`config.mk`:
```
export PLATFORM = sky130hd
export DESIGN_NAME = modular_exponentiation_unit
export DESIGN_NICKNAME = d
export VERILOG_FILES = /design/src/hw/rtl/mexp_pkg.sv /design/src/hw/rtl/mexp_datapath.sv /design/src/hw/rtl/mexp_ctrl.sv /design/src/hw/rtl/modular_exponentiation_unit.sv
export VERILOG_INCLUDE_DIRS = /design/src /design/src/hw/rtl
export SDC_FILE = /design/constraint.sdc
export NUM_CORES = 1
export LEC_CHECK = 0
export BUFFER_PORTS_ARGS = -buffer_cell sky130_fd_sc_hd__clkbuf_2
export CORE_ASPECT_RATIO = 1.75
export CORE_MARGIN = 2
export CORE_UTILIZATION = 45
export CTS_CLUSTER_DIAMETER = 100
export DETAILED_ROUTE_END_ITERATION = 8
export GPL_ROUTABILITY_DRIVEN = 0
export PLACE_DENSITY = 0.67
export SYNTH_ARGS = -nofsm -noshare
export SYNTH_HDL_FRONTEND = slang
export SYNTH_SLANG_ARGS = --single-unit
```
`constraint.sdc`:
```
create_clock -name clk_i -period 5.45 [get_ports clk_i]
set_input_delay 1.09 -clock clk_i [delete_from_list [all_inputs] [get_ports clk_i]]
set_output_delay 1.09 -clock clk_i [all_outputs]
set_load 0.05 [all_outputs]
```
`src/hw/rtl/assert_macros.svh`:
```
// Assertion macros used by the top level of the modular exponentiation unit.
`ifndef ASSERT_MACROS_SVH
`define ASSERT_MACROS_SVH

// Checks that the consequent holds in the same cycle as the antecedent.
`define MEXP_ASSERT_SAME(label, ante, cons) \
  label: assert property (@(posedge clk_i) disable iff (!rst_ni) (ante) |-> (cons)) \
    else $error("assertion failed");

// Checks that the consequent holds in the cycle after the antecedent.
`define MEXP_ASSERT_NEXT(label, ante, cons) \
  label: assert property (@(posedge clk_i) disable iff (!rst_ni) (ante) |=> (cons)) \
    else $error("assertion failed");

`endif

```
`src/hw/rtl/mexp_pkg.sv`:
```
// Package with shared constants and controller/datapath interface types.
`default_nettype none

package mexp_pkg;

  localparam int unsigned WidthDef = 16;
  localparam int unsigned CfgIdxW  = 2;

  localparam logic [CfgIdxW-1:0] CFG_EXPONENT = 2'd0;
  localparam logic [CfgIdxW-1:0] CFG_MODULUS  = 2'd1;

  typedef enum logic [1:0] {
    OP_REDUCE,
    OP_SQUARE,
    OP_MULT
  } op_sel_e;

  typedef struct packed {
    logic    load;
    logic    start;
    op_sel_e op;
    logic    shift_exp;
    logic    load_out;
  } cmd_t;

  typedef struct packed {
    logic mul_done;
    logic exp_msb;
    logic exp_zero;
    logic out_free;
  } sts_t;

endpackage

`default_nettype wire

```
`src/hw/rtl/mexp_datapath.sv`:
```
// Datapath with the bit-serial modular multiplier, operand registers and output register.
`default_nettype none

module mexp_datapath #(
  parameter int unsigned WIDTH = mexp_pkg::WidthDef
) (
  input  logic              clk_i,
  input  logic              rst_ni,
  input  mexp_pkg::cmd_t    cmd_i,
  output mexp_pkg::sts_t    sts_o,
  input  logic [WIDTH-1:0]  msg_i,
  input  logic [WIDTH-1:0]  exponent_i,
  input  logic [WIDTH-1:0]  modulus_i,
  input  logic              out_ready_i,
  output logic              out_valid_o,
  output logic [WIDTH-1:0]  out_data_o
);
  import mexp_pkg::*;

  localparam int unsigned CntW = $clog2(WIDTH);

  logic [WIDTH-1:0] base_q, acc_q, a_q, b_q, r_q, e_q, out_q;
  logic [WIDTH-1:0] r_d, addend, one_mod, a_sel, b_sel;
  logic [WIDTH:0]   sum;
  logic [CntW-1:0]  cnt_q;
  op_sel_e          op_q;
  logic             busy_q, phase_q, done_q, out_valid_q, last;

  // One modulo the modulus; a zero modulus means plain wraparound.
  assign one_mod = (modulus_i == WIDTH'(1)) ? '0 : WIDTH'(1);

  // Even phase doubles the partial result, odd phase adds the multiplicand on a set bit.
  always_comb begin
    addend = phase_q ? (b_q[WIDTH-1] ? a_q : '0) : r_q;
    sum    = {1'b0, r_q} + {1'b0, addend};
    if (modulus_i == '0) begin
      r_d = sum[WIDTH-1:0];
    end else if (sum >= {1'b0, modulus_i}) begin
      r_d = WIDTH'(sum - {1'b0, modulus_i});
    end else begin
      r_d = sum[WIDTH-1:0];
    end
  end

  always_comb begin
    case (cmd_i.op)
      OP_REDUCE: begin
        a_sel = one_mod;
        b_sel = base_q;
      end
      OP_MULT: begin
        a_sel = base_q;
        b_sel = acc_q;
      end
      default: begin
        a_sel = acc_q;
        b_sel = acc_q;
      end
    endcase
  end

  assign last = busy_q && phase_q && (cnt_q == '0);

  always_ff @(posedge clk_i) begin
    if (cmd_i.load) begin
      base_q <= msg_i;
      acc_q  <= one_mod;
      e_q    <= exponent_i;
    end
    if (cmd_i.shift_exp) begin
      e_q <= {e_q[WIDTH-2:0], 1'b0};
    end
    if (cmd_i.start) begin
      a_q  <= a_sel;
      b_q  <= b_sel;
      r_q  <= '0;
      op_q <= cmd_i.op;
    end else if (busy_q) begin
      r_q <= r_d;
      if (phase_q) begin
        b_q <= {b_q[WIDTH-2:0], 1'b0};
      end
    end
    if (last) begin
      case (op_q)
        OP_REDUCE: base_q <= r_d;
        default:   acc_q  <= r_d;
      endcase
    end
    if (cmd_i.load_out) begin
      out_q <= (exponent_i == '0) ? WIDTH'(1) : acc_q;
    end
  end

  always_ff @(posedge clk_i or negedge rst_ni) begin
    if (!rst_ni) begin
      busy_q      <= 1'b0;
      phase_q     <= 1'b0;
      done_q      <= 1'b0;
      cnt_q       <= '0;
      out_valid_q <= 1'b0;
    end else begin
      done_q <= last;
      if (cmd_i.start) begin
        busy_q  <= 1'b1;
        phase_q <= 1'b0;
        cnt_q   <= CntW'(WIDTH - 1);
      end else if (busy_q) begin
        phase_q <= ~phase_q;
        if (phase_q) begin
          if (cnt_q == '0) begin
            busy_q <= 1'b0;
          end else begin
            cnt_q <= cnt_q - 1'b1;
          end
        end
      end
      if (cmd_i.load_out) begin
        out_valid_q <= 1'b1;
      end else if (out_ready_i) begin
        out_valid_q <= 1'b0;
      end
    end
  end

  assign sts_o.mul_done = done_q;
  assign sts_o.exp_msb  = e_q[WIDTH-1];
  assign sts_o.exp_zero = (exponent_i == '0);
  assign sts_o.out_free = !out_valid_q || out_ready_i;

  assign out_valid_o = out_valid_q;
  assign out_data_o  = out_q;

endmodule

`default_nettype wire

```
`src/hw/rtl/mexp_ctrl.sv`:
```
// Controller state machine that sequences square-and-multiply over the exponent bits.
`default_nettype none

module mexp_ctrl #(
  parameter int unsigned WIDTH = mexp_pkg::WidthDef
) (
  input  logic           clk_i,
  input  logic           rst_ni,
  input  logic           in_valid_i,
  output logic           in_ready_o,
  output mexp_pkg::cmd_t cmd_o,
  input  mexp_pkg::sts_t sts_i
);
  import mexp_pkg::*;

  localparam int unsigned CntW = $clog2(WIDTH);

  typedef enum logic [3:0] {
    ST_IDLE,
    ST_RED,
    ST_RED_WAIT,
    ST_SQR,
    ST_SQR_WAIT,
    ST_MUL,
    ST_MUL_WAIT,
    ST_NEXT,
    ST_FINISH
  } state_e;

  state_e          state_q;
  logic [CntW-1:0] cnt_q;
  logic            accept;

  assign in_ready_o = (state_q == ST_IDLE);
  assign accept     = in_valid_i && in_ready_o;

  always_comb begin
    cmd_o           = '0;
    cmd_o.op        = OP_SQUARE;
    cmd_o.load      = accept;
    cmd_o.shift_exp = (state_q == ST_NEXT);
    cmd_o.load_out  = (state_q == ST_FINISH) && sts_i.out_free;
    case (state_q)
      ST_RED: begin
        cmd_o.start = 1'b1;
        cmd_o.op    = OP_REDUCE;
      end
      ST_SQR: begin
        cmd_o.start = 1'b1;
        cmd_o.op    = OP_SQUARE;
      end
      ST_MUL: begin
        cmd_o.start = 1'b1;
        cmd_o.op    = OP_MULT;
      end
      default: begin
        cmd_o.start = 1'b0;
      end
    endcase
  end

  always_ff @(posedge clk_i or negedge rst_ni) begin
    if (!rst_ni) begin
      state_q <= ST_IDLE;
      cnt_q   <= '0;
    end else begin
      case (state_q)
        ST_IDLE: begin
          if (accept) begin
            cnt_q   <= CntW'(WIDTH - 1);
            state_q <= sts_i.exp_zero ? ST_FINISH : ST_RED;
          end
        end
        ST_RED:      state_q <= ST_RED_WAIT;
        ST_RED_WAIT: if (sts_i.mul_done) state_q <= ST_SQR;
        ST_SQR:      state_q <= ST_SQR_WAIT;
        ST_SQR_WAIT: begin
          if (sts_i.mul_done) begin
            state_q <= sts_i.exp_msb ? ST_MUL : ST_NEXT;
          end
        end
        ST_MUL:      state_q <= ST_MUL_WAIT;
        ST_MUL_WAIT: if (sts_i.mul_done) state_q <= ST_NEXT;
        ST_NEXT: begin
          if (cnt_q == '0) begin
            state_q <= ST_FINISH;
          end else begin
            cnt_q   <= cnt_q - 1'b1;
            state_q <= ST_SQR;
          end
        end
        ST_FINISH:   if (sts_i.out_free) state_q <= ST_IDLE;
        default:     state_q <= ST_IDLE;
      endcase
    end
  end

endmodule

`default_nettype wire

```
`src/hw/rtl/modular_exponentiation_unit.sv`:
```
// Top level of the modular exponentiation unit with key registers and stream ports.
//
// Channel   Direction  Payload
// s_axis    in         tdata: message
// m_axis    out        tdata: result
// cfg       in         index 0 exponent, index 1 modulus
//
// One message is processed at a time by a bit-serial modular multiplier. An item
// costs one reduction of the message plus, for each exponent bit, one squaring, a
// step to the next bit and one extra product per set bit. An exponent of zero
// skips the products and gives the result 1.
// Reset sets exponent and modulus to 1; a finished result waits in the output
// register, and the next message is taken while it waits.
`default_nettype none

`include "assert_macros.svh"

module modular_exponentiation_unit #(
  parameter int unsigned WIDTH = mexp_pkg::WidthDef
) (
  input  logic                                   clk_i,
  input  logic                                   rst_ni,
  input  logic                                   s_axis_tvalid,
  output logic                                   s_axis_tready,
  input  logic [((WIDTH+7)/8)*8-1:0]             s_axis_tdata,  // message
  output logic                                   m_axis_tvalid,
  input  logic                                   m_axis_tready,
  output logic [((WIDTH+7)/8)*8-1:0]             m_axis_tdata,  // result
  input  logic                                   cfg_valid_i,
  output logic                                   cfg_ready_o,
  input  logic [mexp_pkg::CfgIdxW-1:0]           cfg_index_i,
  input  logic [WIDTH-1:0]                       cfg_data_i
);
  import mexp_pkg::*;

  localparam int unsigned DataW = ((WIDTH + 7) / 8) * 8;

  logic [WIDTH-1:0] exponent_q, modulus_q, result;
  cmd_t             cmd;
  sts_t             sts;

  assign cfg_ready_o = 1'b1;

  always_ff @(posedge clk_i or negedge rst_ni) begin
    if (!rst_ni) begin
      exponent_q <= WIDTH'(1);
      modulus_q  <= WIDTH'(1);
    end else if (cfg_valid_i && cfg_ready_o) begin
      case (cfg_index_i)
        CFG_EXPONENT: exponent_q <= cfg_data_i;
        CFG_MODULUS:  modulus_q  <= cfg_data_i;
        default:      ;
      endcase
    end
  end

  mexp_ctrl #(
    .WIDTH (WIDTH)
  ) u_ctrl (
    .clk_i      (clk_i),
    .rst_ni     (rst_ni),
    .in_valid_i (s_axis_tvalid),
    .in_ready_o (s_axis_tready),
    .cmd_o      (cmd),
    .sts_i      (sts)
  );

  mexp_datapath #(
    .WIDTH (WIDTH)
  ) u_datapath (
    .clk_i       (clk_i),
    .rst_ni      (rst_ni),
    .cmd_i       (cmd),
    .sts_o       (sts),
    .msg_i       (s_axis_tdata[WIDTH-1:0]),
    .exponent_i  (exponent_q),
    .modulus_i   (modulus_q),
    .out_ready_i (m_axis_tready),
    .out_valid_o (m_axis_tvalid),
    .out_data_o  (result)
  );

  assign m_axis_tdata = DataW'(result);

  `MEXP_ASSERT_NEXT(a_one_item, s_axis_tvalid && s_axis_tready, !s_axis_tready)
  `MEXP_ASSERT_SAME(a_exp_zero, m_axis_tvalid && (exponent_q == '0), result == WIDTH'(1))
  `MEXP_ASSERT_SAME(a_mod_one,
                    m_axis_tvalid && (exponent_q != '0) && (modulus_q == WIDTH'(1)),
                    result == '0)
  `MEXP_ASSERT_SAME(a_reduced,
                    m_axis_tvalid && (exponent_q != '0) && (modulus_q != '0),
                    result < modulus_q)

endmodule

`default_nettype wire
```
==> results.cfg <==
[outcome]
outcome = complete, no violations

[timing]
fin_setup_tns_ps = 0
rsz0062_at_grt = no
max_freq_mhz = 204
drv_slew = 0
tightest_slew_ps = 1110
setup_viol = 0
fin_skew_ps = 9.98
min_period_ps = 4890
timing.final.crit_share_pct = 89.8
final_hold_viol_count = 0
relSlewSlack_pct = 26.0

[critical_path]
reg2reg_from = u_datapath.phase_q
required_ps = 5730
end_kind = flip-flop
cp-endpoint = u_datapath.r_q[10]
reg2reg_to = u_datapath.r_q[10]
critPathLaunch = u_datapath.phase_q
path_class = flip-flop to flip-flop
crit_arrival_ps = 5180
r2r_cells = 21
start_kind = flip-flop
crit_fanout = 17
reg2reg_slack_ps = 560

[routing]
drt-wirelength-per-cell_um = 17.3
vias = 6486
drc = 0
routed_wl_um = 20600
drtAntennaViolNets = 0
firstDrtPassIters = 5
routed_via_density = 5.46
drtIter0Drc = 338

[final_layout]
final_util_pct = 51.8
area_delta_synth_final_pct = 13.1
nFillCells = 1771
nNetsFinal = 1015
diodes = 0
final_cells = 1189
drive_gt1_share_pct = 16.0
final_common_cell = nand2_1
final_cell_mix = nand2_1 (197), o21ai_0 (70), edfxtp_1 (65)

[clock_network]
clock_sinks = 162
hold_buffers = 0
clockBufferDepth = 2
clk_latency_ps = 440
h-tree-depth = 4
cts_root_buffer = clkbuf_16
postCtsSetupRepairBufs = 0
cts_tree = yes
cts_buffers = 17
clk_pin_slew_ps = 70
post_cts_resized = 0

[place]
portBuffers = 56
dp_hpwl_um = 14900
place_inst = 1157

[hold_path]
min_path_type = flip-flop to flip-flop

[synthesis]
synthArstFlopShare_pct = 29.6
syn_nets = 968
mappedNetlistArea_sq_um = 8470
yosysSeqAreaShare_pct = 48.8
ys_ff_latch = 162
synthCells = 891
syn_avg_cell_area_sq_um = 9.51
synthFlopType = edfxtp_1
synth_edf_count = 65
synth_cell_types = 59
ys_warn_count = 0

[grt]
grt_pass1_vias = 6526
antenna_found_initial = 0
grt_start_max_net_pins = 49
grt_pass1_wl_um = 33300
gr-usage-all-layers_pct = 21.9
gr-total-overflow = 0

[die]
start_util_pct = 45.8
die_y_um = 185
fp-row-count = 66
io_pins = 58
die_w_um = 108
core_area_sq_um = 18500
design.die.area_sq_um = 20000

[job]
drv_cap = 0
[state kept, by name (all words and copies together), names as in the netlist]
signal and count:
u_datapath.phase_q 1, u_datapath.busy_q 1, u_datapath.op_q 2, u_ctrl.state_q 4, exponent_q 16, u_datapath.cnt_q 4
u_datapath.base_q 16, u_datapath.b_q 16, u_datapath.a_q 16, u_ctrl.cnt_q 4, u_datapath.out_valid_o 1, u_datapath.acc_q 16
u_datapath.done_q 1, u_datapath.e_q 16, modulus_q 16, u_datapath.out_data_o 16, u_datapath.r_q 16
[kinds of logic (layout without fill, tap and decap cells)]
logic type               count (synthesis)  after routing  share of synthesized area [%]
AO/OA/AOI/OAI                          200            200                           14.7
XOR/XNOR                                34             34                           3.52
adder cells (fa/ha/maj)                 38             38                           5.79
buffers and inverters                   94            154                           4.49
flip-flops                             162            162                           48.8
multiplexers                            47             47                           6.44
other                                    1              1                         0.0443
AND/OR/NAND/NOR                        315            315                           16.2
[worst max-delay path, cell delays in order, from the launching register on]
cell	delay (ps)
dfrtp_1	340
and2_1	120
buf_4	200
nand2_1	70
o21ai_0	70
ha_1	190
inv_1	50
fa_1	390
nand3b_1	200
a31oi_1	300
nor2_1	100
o21ai_0	250
xor2_1	330
ha_1	400
nand4_1	130
inv_1	70
a221oi_4	420
nor3_2	80
o32a_1	330
buf_4	250
mux2i_2	330
a21oi_1	110
[metal layers]
| layer | global-route usage, % | vias up | share of wire [%] |
|---|---|---|---|
| met4 | 9.28 | 0 | 3.1 |
| met1 | 24.6 | 3101 | 41 |
| met2 | 39.7 | 138 | 53 |
| li1 | - | 3205 | - |
| met5 | 0 | - | 0 |
| met3 | 4.13 | 42 | 3.3 |
[metrics by stage]
step | instance area [sq um] | hold slack [ps] | worst slack (ps)
floorplan | 8470 | 434 | 1180
global placement | 8970 | 459 | 670
detailed placement | 8970 | 458 | 580
CTS | 9580 | 469 | 572
global route | 9580 | 484 | 194
finish | 9580 | 466 | 556
[worst min path at each step]
| stage | startpoint | endpoint | slack [ps] | cells after the start |
|---|---|---|---|---|
| after floorplan | u_datapath.e_q[0] | u_datapath.e_q[0] | 430 | 2 |
| after global placement | u_datapath.e_q[0] | u_datapath.e_q[0] | 460 | 2 |
| after detailed placement | u_datapath.e_q[0] | u_datapath.e_q[0] | 460 | 2 |
| after CTS | u_datapath.e_q[0] | u_datapath.e_q[0] | 470 | 2 |
| after global routing | u_datapath.e_q[0] | u_datapath.e_q[0] | 480 | 2 |
| final | u_datapath.e_q[0] | u_datapath.e_q[0] | 470 | 2 |
[cell type report]
class	count	area, sq um	share of cell area [%]
timing repair buffer	69	378	3.94
sequential	162	4140	43.2
tap	238	298	3.11
clock buffer	18	429	4.48
inverter	53	199	2.08
clock inverter	14	179	1.87
multi-input combinational	635	3960	41.3
[synthesized netlist by cell type, drive strengths merged (3+ instances only)]
| library cell | count | share of area, % |
|---|---|---|
| mux2i | 14 | 2.0 |
| dfrtp | 46 | 14 |
| clkbuf | 38 | 1.7 |
| nor3 | 7 | 0.47 |
| a22oi | 15 | 1.3 |
| nand3 | 22 | 1.3 |
| a22o | 15 | 1.6 |
| nor2b | 3 | 0.22 |
| o21bai | 6 | 0.53 |
| nand2b | 5 | 0.37 |
| a21o | 11 | 0.97 |
| mux2 | 33 | 4.4 |
| dfxtp | 49 | 12 |
| o21ai | 92 | 5.5 |
| edfxtp | 65 | 23 |
| nand4 | 8 | 0.59 |
| a31oi | 5 | 0.37 |
| ha | 36 | 5.3 |
| nor4 | 11 | 0.81 |
| a211oi | 5 | 0.50 |
| a21oi | 33 | 2.0 |
| o211ai | 5 | 0.44 |
| xnor2 | 22 | 2.3 |
| and2 | 19 | 1.4 |
| nand3b | 3 | 0.27 |
| nand2 | 197 | 8.7 |
| inv | 53 | 2.3 |
| nor2 | 33 | 1.5 |
| xor2 | 12 | 1.2 |
| buf | 3 | 0.46 |
Power is not shown: default switching activity piles up to over one toggle a cycle in this logic, so the estimate is an artifact.
